==> src/design/fbpa_pkg.sv <==
`default_nettype none

package fbpa_pkg;

  localparam int unsigned MAX_BLOCKS   = 256;
  localparam int unsigned HEADER_BYTES = 8;
  localparam int unsigned NODE_BYTES   = 8;

  localparam int unsigned IDX_W     = $clog2(MAX_BLOCKS);
  localparam int unsigned CNT_W     = $clog2(MAX_BLOCKS + 1);
  localparam int unsigned ADDR_W    = 32;
  localparam int unsigned POOL_W    = 21;
  localparam int unsigned PAYLOAD_W = 17;
  localparam int unsigned SLOT_W    = PAYLOAD_W + 1;
  localparam int unsigned OFF_W     = POOL_W;
  localparam int unsigned PADDR_W   = 4;
  localparam int unsigned DATA_W    = 32;

  localparam logic [1:0] OP_ACQUIRE = 2'd0;
  localparam logic [1:0] OP_RELEASE = 2'd1;
  localparam logic [1:0] OP_REBUILD = 2'd2;

  localparam logic [2:0] STATUS_OK      = 3'd0;
  localparam logic [2:0] STATUS_ZERO    = 3'd1;
  localparam logic [2:0] STATUS_LARGE   = 3'd2;
  localparam logic [2:0] STATUS_EMPTY   = 3'd3;
  localparam logic [2:0] STATUS_OUTSIDE = 3'd4;
  localparam logic [2:0] STATUS_NOTUSED = 3'd5;
  localparam logic [2:0] STATUS_UNCONF  = 3'd6;

  localparam logic [1:0] REG_BASE    = 2'd0;
  localparam logic [1:0] REG_POOL    = 2'd1;
  localparam logic [1:0] REG_PAYLOAD = 2'd2;

  typedef struct packed {
    logic [1:0]           operation;
    logic [PAYLOAD_W-1:0] request_size;
    logic [ADDR_W-1:0]    block_address;
  } in_item_t;

  typedef struct packed {
    logic [2:0]        status;
    logic [ADDR_W-1:0] granted_address;
    logic [CNT_W-1:0]  free_blocks;
  } out_item_t;

  typedef struct packed {
    logic [ADDR_W-1:0] a;
    logic [ADDR_W-1:0] b;
    logic              sub;
  } alu_req_t;

  typedef struct packed {
    logic [ADDR_W-1:0] sum;
    logic              carry;
  } alu_rsp_t;

endpackage

`default_nettype wire

==> src/design/fbpa_alu.sv <==
`default_nettype none

// Shared 32-bit adder/subtractor. On subtract, carry high means a >= b.
module fbpa_alu (
  input  fbpa_pkg::alu_req_t req_i,
  output fbpa_pkg::alu_rsp_t rsp_o
);

  logic [fbpa_pkg::ADDR_W:0] full;
  logic [fbpa_pkg::ADDR_W-1:0] b_eff;

  always_comb begin
    b_eff = req_i.sub ? ~req_i.b : req_i.b;
    full  = {1'b0, req_i.a} + {1'b0, b_eff} + {{fbpa_pkg::ADDR_W{1'b0}}, req_i.sub};
    rsp_o.sum   = full[fbpa_pkg::ADDR_W-1:0];
    rsp_o.carry = full[fbpa_pkg::ADDR_W];
  end

endmodule

`default_nettype wire

==> src/design/fbpa_stack_ram.sv <==
`default_nettype none

// Free stack storage: one write port, one registered read port.
module fbpa_stack_ram (
  input  logic                       clk_i,
  input  logic                       we_i,
  input  logic [fbpa_pkg::IDX_W-1:0] waddr_i,
  input  logic [fbpa_pkg::IDX_W-1:0] wdata_i,
  input  logic                       re_i,
  input  logic [fbpa_pkg::IDX_W-1:0] raddr_i,
  output logic [fbpa_pkg::IDX_W-1:0] rdata_o
);

  logic [fbpa_pkg::IDX_W-1:0] mem_q [fbpa_pkg::MAX_BLOCKS];

  always_ff @(posedge clk_i) begin
    if (we_i) begin
      mem_q[waddr_i] <= wdata_i;
    end
  end

  always_ff @(posedge clk_i) begin
    if (re_i) begin
      rdata_o <= mem_q[raddr_i];
    end
  end

endmodule

`default_nettype wire

==> src/design/fixed_block_pool_allocator_top.sv <==
// Fixed-size block pool allocator with a LIFO free stack of slot numbers.
// Input channel: valid/ready, one operation per transfer (acquire, release,
// rebuild). Output channel: valid/ready, exactly one result per operation,
// in order. Configuration: APB-style registers at 0x0 (base address), 0x4
// (pool bytes), 0x8 (payload bytes); they take effect at the next rebuild.
// One operation is in flight at a time; in_ready_o is high only when idle.
// What each operation does before its result is emitted:
//   early rejects and null release: nothing further;
//   acquire: stack read, 8 shift-add steps of the slot multiply;
//   release: offset subtract, 21 restoring-division steps, check;
//   rebuild: one stack entry written per cycle for each slot built.
// The input is ready again at the edge where the result turns valid.
// The multiply, offset subtract, division and rebuild walk share one 32-bit
// adder/subtractor. The result waits in an output register; if the receiver
// stalls, a finished next operation waits until that register is taken.
// Reset empties the pool and sets payload bytes to 8; acquires and non-null
// releases before the first good rebuild answer status unconfigured. A good
// rebuild clears the in-use marks of its slots as it walks them.
`default_nettype none

module fixed_block_pool_allocator_top (
  input  logic                         clk_i,
  input  logic                         rst_ni,
  input  logic                         in_valid_i,
  output logic                         in_ready_o,
  input  fbpa_pkg::in_item_t           in_data_i,
  output logic                         out_valid_o,
  input  logic                         out_ready_i,
  output fbpa_pkg::out_item_t          out_data_o,
  input  logic                         psel,
  input  logic                         penable,
  input  logic                         pwrite,
  input  logic [fbpa_pkg::PADDR_W-1:0] paddr,
  input  logic [fbpa_pkg::DATA_W-1:0]  pwdata,
  output logic [fbpa_pkg::DATA_W-1:0]  prdata,
  output logic                         pready
);

  localparam int unsigned IDX_W  = fbpa_pkg::IDX_W;
  localparam int unsigned CNT_W  = fbpa_pkg::CNT_W;
  localparam int unsigned ADDR_W = fbpa_pkg::ADDR_W;
  localparam int unsigned POOL_W = fbpa_pkg::POOL_W;
  localparam int unsigned PAY_W  = fbpa_pkg::PAYLOAD_W;
  localparam int unsigned SLOT_W = fbpa_pkg::SLOT_W;
  localparam int unsigned OFF_W  = fbpa_pkg::OFF_W;
  localparam int unsigned STEP_W = $clog2((OFF_W > IDX_W) ? OFF_W : IDX_W);

  typedef enum logic [8:0] {
    S_IDLE     = 9'b000000001,
    S_ACQ_RD   = 9'b000000010,
    S_ACQ_MUL  = 9'b000000100,
    S_REL_OFF  = 9'b000001000,
    S_REL_DIV  = 9'b000010000,
    S_REL_CHK  = 9'b000100000,
    S_REB_INIT = 9'b001000000,
    S_REB_WALK = 9'b010000000,
    S_EMIT     = 9'b100000000
  } state_e;

  // Control state.
  state_e                  state_q, state_d;
  logic [CNT_W-1:0]        free_count_q, free_count_d;
  logic [CNT_W-1:0]        block_total_q, block_total_d;
  logic                    built_q, built_d;
  logic                    out_valid_q, out_valid_d;
  logic [ADDR_W-1:0]       base_q;
  logic [POOL_W-1:0]       pool_q;
  logic [PAY_W-1:0]        payload_q;

  // In-use marks, one per slot, with a registered read port.
  logic                    in_use_q [fbpa_pkg::MAX_BLOCKS];
  logic                    use_rdata_q;
  logic                    use_we;
  logic [IDX_W-1:0]        use_waddr;
  logic                    use_wdata;
  logic [IDX_W-1:0]        use_raddr;

  // Datapath state.
  logic [ADDR_W-1:0]       lat_base_hdr_q, lat_base_hdr_d;
  logic [POOL_W-1:0]       lat_pool_q, lat_pool_d;
  logic [PAY_W-1:0]        lat_payload_q, lat_payload_d;
  logic [SLOT_W-1:0]       slot_q, slot_d;
  logic [ADDR_W-1:0]       acc_q, acc_d;
  logic [ADDR_W-1:0]       addend_q, addend_d;
  logic [IDX_W-1:0]        idx_q, idx_d;
  logic [OFF_W-1:0]        div_q, div_d;
  logic [SLOT_W-1:0]       rem_q, rem_d;
  logic [STEP_W-1:0]       step_q, step_d;
  logic [CNT_W-1:0]        k_q, k_d;
  logic [ADDR_W-1:0]       addr_q, addr_d;
  logic [2:0]              res_status_q, res_status_d;
  logic [ADDR_W-1:0]       res_granted_q, res_granted_d;
  fbpa_pkg::out_item_t     out_data_q, out_data_d;

  fbpa_pkg::alu_req_t      alu_req;
  fbpa_pkg::alu_rsp_t      alu_rsp;

  logic                    ram_we;
  logic [IDX_W-1:0]        ram_waddr;
  logic [IDX_W-1:0]        ram_wdata;
  logic                    ram_re;
  logic [IDX_W-1:0]        ram_raddr;
  logic [IDX_W-1:0]        ram_rdata;

  logic [1:0]              reg_idx;
  logic                    cfg_wr;
  logic                    in_xfer;
  logic [CNT_W-1:0]        fc_minus_one;
  logic [SLOT_W:0]         div_shift;
  logic                    walk_go;
  logic                    acq_pop;

  fbpa_alu u_alu (
    .req_i (alu_req),
    .rsp_o (alu_rsp)
  );

  fbpa_stack_ram u_stack_ram (
    .clk_i   (clk_i),
    .we_i    (ram_we),
    .waddr_i (ram_waddr),
    .wdata_i (ram_wdata),
    .re_i    (ram_re),
    .raddr_i (ram_raddr),
    .rdata_o (ram_rdata)
  );

  // Configuration port.
  assign reg_idx = paddr[fbpa_pkg::PADDR_W-1:2];
  assign cfg_wr  = psel && penable && pwrite;
  assign pready  = 1'b1;

  always_comb begin
    case (reg_idx)
      fbpa_pkg::REG_BASE:    prdata = base_q;
      fbpa_pkg::REG_POOL:    prdata = fbpa_pkg::DATA_W'(pool_q);
      fbpa_pkg::REG_PAYLOAD: prdata = fbpa_pkg::DATA_W'(payload_q);
      default:               prdata = '0;
    endcase
  end

  always_ff @(posedge clk_i or negedge rst_ni) begin
    if (!rst_ni) begin
      base_q    <= '0;
      pool_q    <= '0;
      payload_q <= PAY_W'(8);
    end else if (cfg_wr) begin
      case (reg_idx)
        fbpa_pkg::REG_BASE:    base_q    <= pwdata;
        fbpa_pkg::REG_POOL:    pool_q    <= pwdata[POOL_W-1:0];
        fbpa_pkg::REG_PAYLOAD: payload_q <= pwdata[PAY_W-1:0];
        default: begin
        end
      endcase
    end
  end

  always_ff @(posedge clk_i) begin
    if (use_we) begin
      in_use_q[use_waddr] <= use_wdata;
    end
  end

  always_ff @(posedge clk_i) begin
    use_rdata_q <= in_use_q[use_raddr];
  end

  assign in_ready_o   = (state_q == S_IDLE);
  assign in_xfer      = in_valid_i && in_ready_o;
  assign out_valid_o  = out_valid_q;
  assign out_data_o   = out_data_q;
  assign fc_minus_one = free_count_q - CNT_W'(1);
  assign div_shift    = {rem_q, div_q[OFF_W-1]};

  // The acquire pop is decided at the input transfer so the stack read
  // overlaps the transfer edge.
  assign acq_pop = in_xfer && (in_data_i.operation == fbpa_pkg::OP_ACQUIRE) && built_q
                   && (in_data_i.request_size != '0)
                   && (in_data_i.request_size <= lat_payload_q)
                   && (free_count_q != '0);

  // Operand selection for the shared adder.
  always_comb begin
    alu_req.a   = '0;
    alu_req.b   = '0;
    alu_req.sub = 1'b0;
    case (state_q)
      S_ACQ_MUL: begin
        alu_req.a = acc_q;
        alu_req.b = idx_q[0] ? addend_q : '0;
      end
      S_REL_OFF: begin
        alu_req.a   = addr_q;
        alu_req.b   = lat_base_hdr_q;
        alu_req.sub = 1'b1;
      end
      S_REL_DIV: begin
        alu_req.a   = ADDR_W'(div_shift);
        alu_req.b   = ADDR_W'(slot_q);
        alu_req.sub = 1'b1;
      end
      S_REB_INIT: begin
        alu_req.a = base_q;
        alu_req.b = ADDR_W'(fbpa_pkg::HEADER_BYTES);
      end
      S_REB_WALK: begin
        alu_req.a = acc_q;
        alu_req.b = ADDR_W'(slot_q);
      end
      default: begin
      end
    endcase
  end

  assign walk_go = (k_q != CNT_W'(fbpa_pkg::MAX_BLOCKS))
                   && (alu_rsp.sum <= ADDR_W'(lat_pool_q));

  // Sequencer.
  always_comb begin
    state_d        = state_q;
    free_count_d   = free_count_q;
    block_total_d  = block_total_q;
    built_d        = built_q;
    out_valid_d    = out_valid_q && !out_ready_i;
    lat_base_hdr_d = lat_base_hdr_q;
    lat_pool_d     = lat_pool_q;
    lat_payload_d  = lat_payload_q;
    slot_d         = slot_q;
    acc_d          = acc_q;
    addend_d       = addend_q;
    idx_d          = idx_q;
    div_d          = div_q;
    rem_d          = rem_q;
    step_d         = step_q;
    k_d            = k_q;
    addr_d         = addr_q;
    res_status_d   = res_status_q;
    res_granted_d  = res_granted_q;
    out_data_d     = out_data_q;
    ram_we         = 1'b0;
    ram_waddr      = k_q[IDX_W-1:0];
    ram_wdata      = k_q[IDX_W-1:0];
    ram_re         = acq_pop;
    ram_raddr      = fc_minus_one[IDX_W-1:0];
    use_we         = 1'b0;
    use_waddr      = k_q[IDX_W-1:0];
    use_wdata      = 1'b0;
    // Tracks the low quotient bits so the mark is ready when the division ends.
    use_raddr      = {div_q[IDX_W-2:0], alu_rsp.carry};

    case (state_q)
      S_IDLE: begin
        if (in_xfer) begin
          addr_d        = in_data_i.block_address;
          res_granted_d = '0;
          res_status_d  = fbpa_pkg::STATUS_OK;
          state_d       = S_EMIT;
          case (in_data_i.operation)
            fbpa_pkg::OP_ACQUIRE: begin
              if (!built_q) begin
                res_status_d = fbpa_pkg::STATUS_UNCONF;
              end else if (in_data_i.request_size == '0) begin
                res_status_d = fbpa_pkg::STATUS_ZERO;
              end else if (in_data_i.request_size > lat_payload_q) begin
                res_status_d = fbpa_pkg::STATUS_LARGE;
              end else if (free_count_q == '0) begin
                res_status_d = fbpa_pkg::STATUS_EMPTY;
              end else begin
                free_count_d = fc_minus_one;
                state_d      = S_ACQ_RD;
              end
            end
            fbpa_pkg::OP_RELEASE: begin
              if (in_data_i.block_address == '0) begin
                res_status_d = fbpa_pkg::STATUS_OK;
              end else if (!built_q) begin
                res_status_d = fbpa_pkg::STATUS_UNCONF;
              end else begin
                state_d = S_REL_OFF;
              end
            end
            fbpa_pkg::OP_REBUILD: begin
              if ((pool_q == '0) || (payload_q < PAY_W'(fbpa_pkg::NODE_BYTES))) begin
                res_status_d = fbpa_pkg::STATUS_UNCONF;
              end else begin
                state_d = S_REB_INIT;
              end
            end
            default: begin
            end
          endcase
        end
      end

      S_ACQ_RD: begin
        idx_d     = ram_rdata;
        use_we    = 1'b1;
        use_waddr = ram_rdata;
        use_wdata = 1'b1;
        acc_d     = lat_base_hdr_q;
        addend_d  = ADDR_W'(slot_q);
        step_d    = '0;
        state_d   = S_ACQ_MUL;
      end

      // Shift-add multiply, least significant slot-number bit first.
      S_ACQ_MUL: begin
        acc_d    = alu_rsp.sum;
        addend_d = {addend_q[ADDR_W-2:0], 1'b0};
        idx_d    = idx_q >> 1;
        step_d   = step_q + STEP_W'(1);
        if (step_q == STEP_W'(IDX_W - 1)) begin
          res_status_d  = fbpa_pkg::STATUS_OK;
          res_granted_d = alu_rsp.sum;
          state_d       = S_EMIT;
        end
      end

      S_REL_OFF: begin
        if (alu_rsp.sum >= ADDR_W'(lat_pool_q)) begin
          res_status_d = fbpa_pkg::STATUS_OUTSIDE;
          state_d      = S_EMIT;
        end else begin
          div_d   = alu_rsp.sum[OFF_W-1:0];
          rem_d   = '0;
          step_d  = '0;
          state_d = S_REL_DIV;
        end
      end

      // Restoring division; the dividend register fills with quotient bits.
      S_REL_DIV: begin
        rem_d  = alu_rsp.carry ? alu_rsp.sum[SLOT_W-1:0] : div_shift[SLOT_W-1:0];
        div_d  = {div_q[OFF_W-2:0], alu_rsp.carry};
        step_d = step_q + STEP_W'(1);
        if (step_q == STEP_W'(OFF_W - 1)) begin
          state_d = S_REL_CHK;
        end
      end

      S_REL_CHK: begin
        state_d = S_EMIT;
        if ((rem_q != '0) || (div_q >= OFF_W'(block_total_q))) begin
          res_status_d = fbpa_pkg::STATUS_OUTSIDE;
        end else if (!use_rdata_q
                     || (free_count_q == CNT_W'(fbpa_pkg::MAX_BLOCKS))) begin
          res_status_d = fbpa_pkg::STATUS_NOTUSED;
        end else begin
          use_we       = 1'b1;
          use_waddr    = div_q[IDX_W-1:0];
          use_wdata    = 1'b0;
          free_count_d = free_count_q + CNT_W'(1);
          ram_we       = 1'b1;
          ram_waddr    = free_count_q[IDX_W-1:0];
          ram_wdata    = div_q[IDX_W-1:0];
          res_status_d = fbpa_pkg::STATUS_OK;
        end
      end

      S_REB_INIT: begin
        lat_base_hdr_d = alu_rsp.sum;
        lat_pool_d     = pool_q;
        lat_payload_d  = payload_q;
        slot_d         = SLOT_W'(payload_q) + SLOT_W'(fbpa_pkg::HEADER_BYTES);
        k_d            = '0;
        acc_d          = '0;
        state_d        = S_REB_WALK;
      end

      // One slot per cycle while the slot cap is not reached and the next slot still ends inside the pool.
      // Each walked slot is pushed and its in-use mark cleared.
      S_REB_WALK: begin
        if (walk_go) begin
          ram_we = 1'b1;
          use_we = 1'b1;
          acc_d  = alu_rsp.sum;
          k_d    = k_q + CNT_W'(1);
        end else begin
          free_count_d  = k_q;
          block_total_d = k_q;
          built_d       = 1'b1;
          res_status_d  = fbpa_pkg::STATUS_OK;
          state_d       = S_EMIT;
        end
      end

      S_EMIT: begin
        if (!out_valid_q || out_ready_i) begin
          out_data_d.status          = res_status_q;
          out_data_d.granted_address = res_granted_q;
          out_data_d.free_blocks     = free_count_q;
          out_valid_d                = 1'b1;
          state_d                    = S_IDLE;
        end
      end

      default: begin
        state_d = S_IDLE;
      end
    endcase
  end

  always_ff @(posedge clk_i or negedge rst_ni) begin
    if (!rst_ni) begin
      state_q       <= S_IDLE;
      free_count_q  <= '0;
      block_total_q <= '0;
      built_q       <= 1'b0;
      out_valid_q   <= 1'b0;
    end else begin
      state_q       <= state_d;
      free_count_q  <= free_count_d;
      block_total_q <= block_total_d;
      built_q       <= built_d;
      out_valid_q   <= out_valid_d;
    end
  end

  always_ff @(posedge clk_i) begin
    lat_base_hdr_q <= lat_base_hdr_d;
    lat_pool_q     <= lat_pool_d;
    lat_payload_q  <= lat_payload_d;
    slot_q         <= slot_d;
    acc_q          <= acc_d;
    addend_q       <= addend_d;
    idx_q          <= idx_d;
    div_q          <= div_d;
    rem_q          <= rem_d;
    step_q         <= step_d;
    k_q            <= k_d;
    addr_q         <= addr_d;
    res_status_q   <= res_status_d;
    res_granted_q  <= res_granted_d;
    out_data_q     <= out_data_d;
  end

endmodule

`default_nettype wire

==> config.mk <==
export PLATFORM = sky130hd
export DESIGN_NAME = fixed_block_pool_allocator_top
export DESIGN_NICKNAME = d
export VERILOG_FILES = /design/src/design/fbpa_pkg.sv /design/src/design/fbpa_alu.sv /design/src/design/fbpa_stack_ram.sv /design/src/design/fixed_block_pool_allocator_top.sv
export SDC_FILE = /design/constraint.sdc
export NUM_CORES = 2
export LEC_CHECK = 0
export BUFFER_PORTS_ARGS = -buffer_cell sky130_fd_sc_hd__buf_2
export CORE_MARGIN = 2
export CORE_UTILIZATION = 55
export DETAILED_ROUTE_END_ITERATION = 7
export GPL_ROUTABILITY_DRIVEN = 0
export GPL_TIMING_DRIVEN = 0
export PLACE_DENSITY = 0.75
export SLEW_MARGIN = 10
export SYNTH_ARGS = -nofsm -noshare
export SYNTH_HDL_FRONTEND = slang
export SYNTH_SLANG_ARGS = --single-unit
==> constraint.sdc <==
create_clock -name clk_i -period 26 [get_ports clk_i]
set_input_delay 5.2 -clock clk_i [delete_from_list [all_inputs] [get_ports clk_i]]
set_output_delay 5.2 -clock clk_i [all_outputs]
set_load 0.005 [all_outputs]
==> impl_metrics.py <==
metrics = {
    "yosys": {
        "synth_edf_count": 2633,
        "post_synth_num_cell_types": 81,
        "syn_avg_cell_area_sq_um": 18.4,
        "ys.flop_type": "edfxtp_1",
        "synth-async-reset-ratio": 0.0362,
        "syn_inst": 6114,
        "ys_ff_latch": 2733,
        "syn_nets": 6295,
        "syn_area_sq_um": 113000,
        "yosys_warnings": 0,
        "yosysSeqAreaShare": 0.724,
    },
    "flow_run": {
        "maxCapViolations": 0,
    },
    "critical_path": {
        "crit_path_max_incr_delay_ns": 0.51,
        "reg2reg_slack_ns": 13.87,
        "required_ns": 20.80,
        "startpoint": "paddr[3]",
        "path_common_cell": "clkbuf_1",
        "path_cells": "clkbuf_1 -> nor2b_1 -> clkbuf_1 -> clkbuf_1 -> nand2_1 -> o21ai_0 -> buf_2",
        "endpoint": "prdata[7]",
        "worstPathArrival_ns": 7.20,
        "r2r_end": "u_stack_ram.mem_q[197][2]",
        "r2r_start": "state_q[4]",
        "slowest_stage": "clkbuf_1",
        "worst-path-max-fanout": 10,
        "worstSetupStartpointType": "input port",
        "cp-end-kind": "output port",
        "ff2ff_path_depth": 34,
        "crit_type": "input port to output port",
    },
    "place": {
        "port_buffers": 166,
        "place_inst": 9018,
        "place_hpwl_um": 205000,
    },
    "worst_hold_path": {
        "hold_path_class": "register to register",
    },
    "grt": {
        "grt_usage": 0.300,
        "grt_pass1_vias": 63656,
        "grt_first_pass_wirelength_um": 450000,
        "grt_antenna_before_repair": 11,
        "grt_max_degree": 149,
        "grt_overflow": 0,
    },
    "timing": {
        "rsz0062_at_grt": "no",
        "period_needed_ns": 12.40,
        "finalMaxSlewViolations": 0,
        "setup_viol": 0,
        "fin_crit_sh": 0.477,
        "hold_violations": 0,
        "max_freq_mhz": 80.7,
        "tightest_slew_ns": 1.43,
        "clock_skew_ns": 0.0624,
        "fin_setup_tns_ns": 0,
        "max-slew-margin-rel": 0.0367,
    },
    "cts": {
        "cts.sinks": 2733,
        "cts_tree": "done",
        "postCtsSetupRepairBufs": 0,
        "cts-resized-gates": 0,
        "root_buffer": "clkbuf_16",
        "ctsLongestPathBuffers": 4,
        "ctsHoldBuffers": 0,
        "numCtsBuffers": 289,
        "insertion_delay_ns": 0.95,
        "h-tree-depth": 5,
        "clk_pin_slew_ns": 0.06,
    },
    "die": {
        "core_sq_um": 204000,
        "fp.dieH_um": 457,
        "start_util": 0.552,
        "row_count": 166,
        "ios": 173,
        "dieArea_sq_um": 208000,
        "dieWidth_um": 457,
    },
    "layout": {
        "nets": 6802,
        "syn2layout_area_growth_pct": 12.9,
        "drive_gt1_frac": 0.223,
        "fin_cells": 9529,
        "layout_commonest_cell": "edfxtp_1",
        "layout_common_cells": "2,633 x edfxtp_1, 732 x mux4_2, 478 x nor2_1, 346 x clkbuf_1, 333 x nand2_1",
    },
    "power": {
        "swShare": 0.330,
        "clockPowerShare": 0.288,
        "p_leak_nw": 41.3,
        "intPower_w": 0.00921,
        "power_frac_seq": 0.363,
        "pwr_density_cell_nw_per_um2": 108,
        "vdd_drop_max_mv": 0.104,
        "comb_power_share": 0.349,
        "power_switching_w": 0.00454,
    },
    "drt": {
        "vias": 64536,
        "dr.pass1.iters": 8,
        "antenna_left": 0,
        "post_drt_wl_per_cell_um": 33.0,
        "viasPerCell": 6.77,
        "route.detailed.drc": 1,
        "drtIter0Drc": 10379,
        "routed_wl_um": 315000,
    },
    "status": {
        "status": "finished with violations",
        "violations": "DRC",
    },
}
## cell usage after synthesis (44+ instances only)
| cell | instances | area (sq um) |
|---|---|---|
| dfrtp_1 | 97 | 2430 |
| clkbuf_1 | 298 | 1120 |
| and2_1 | 44 | 275 |
| ha_1 | 86 | 1080 |
| nor3_1 | 208 | 1040 |
| mux2_2 | 96 | 1080 |
| inv_1 | 107 | 402 |
| o21ai_0 | 114 | 571 |
| nand3_1 | 93 | 465 |
| nand4_1 | 54 | 338 |
| a21oi_1 | 107 | 536 |
| edfxtp_1 | 2633 | 79100 |
| mux4_2 | 732 | 16500 |
| buf_1 | 78 | 293 |
| nor2_1 | 479 | 1800 |
| nand2_1 | 334 | 1250 |
## critical path, delay by kind of cell
| family | cells | cell delay, ns |
|---|---|---|
| and+or+nand+nor | 2 | 0.30 |
| buffers and inverters | 4 | 1.48 |
| AOI/OAI and AO/OA | 1 | 0.23 |
## power by group through the flow
| stage | Combinational, W | Sequential, W | Clock [W] |
|---|---|---|---|
| 2_1_floorplan | 0.00280 | 0.00506 | 0 |
| 3_3_place_gp | 0.00457 | 0.00511 | 0 |
| 3_5_place_dp | 0.00466 | 0.00508 | 0 |
| 4_1_cts | 0.00472 | 0.00499 | 0.00397 |
| 5_1_grt | 0.00485 | 0.00500 | 0.00413 |
| 6_report | 0.00480 | 0.00499 | 0.00396 |
## flip-flops by register name, summed over array words and instances, names as in the netlist, 3 cells and up
signal and count:
payload_q 17, idx_q 8, slot_q 15, lat_pool_q 21, lat_payload_q 17, k_q 9
step_q 5, block_total_q 9, rem_q 18, acc_q 32, u_stack_ram.mem_q 2048, state_q 9
lat_base_hdr_q 32, addr_q 32, addend_q 32, u_stack_ram.rdata_o 8, out_data_o 44, res_status_q 3
free_count_q 9, pool_q 21, base_q 32, in_use_q 256, res_granted_q 32, div_q 21
## metrics by stage
stage / cell area, sq um / power [W] / hold slack [ns] / worst slack, ns / util
floorplan: 113000 / 0.00786 / 0.400 / 10.17 / -
detailed placement: 118000 / 0.00974 / 0.406 / 13.63 / 0.579
global placement: 117000 / 0.00968 / 0.405 / -2.94 / 0.572
global route: 127000 / 0.0140 / 0.420 / 13.50 / 0.623
finish: 127000 / 0.0138 / 0.418 / 13.60 / 0.623
CTS: 127000 / 0.0137 / 0.420 / 13.63 / 0.622
## final cells by class
| type | count | area, sq um |
|---|---|---|
| sequential | 2733 | 81600 |
| fill | 13686 | 77000 |
| multi-input combinational | 2879 | 29500 |
| clock buffer | 353 | 7600 |
| tap | 2688 | 3360 |
| timing repair buffer | 216 | 1910 |
| buffer | 393 | 1520 |
| clock inverter | 149 | 1250 |
| inverter | 109 | 414 |
| antenna | 9 | 22.5 |
## routing by layer
metal  global-route usage  share of wire  up-vias  wire length, um
li1                     -              -    25768                -
met1                0.397           0.35    32878           110000
met2                0.470           0.47     5019           148000
met3               0.0760           0.12      861            38700
met4                0.144          0.056       10            17500
met5              0.00482        0.00059        -              187
## cells by family after synthesis
logic type,synth area share
simple gates,0.0561
other cells,0.0000333
xor+xnor,0.00443
compound gates,0.0292
mux,0.160
fa+ha+maj,0.00973
buf+inv,0.0170
flops,0.724
## worst min-delay path by stage
stage	startpoint	end	slack (ns)	cells after the start
2_1_floorplan	res_granted_q[1]	out_data_o[10]	0.40	0
3_3_place_gp	res_granted_q[17]	out_data_o[26]	0.41	0
3_5_place_dp	res_granted_q[0]	out_data_o[9]	0.41	0
4_1_cts	res_granted_q[15]	out_data_o[24]	0.42	0
5_1_grt	res_granted_q[26]	out_data_o[35]	0.42	0
6_report	res_granted_q[26]	out_data_o[35]	0.42	0
No activity file was read; power rests on OpenSTA's default activity.
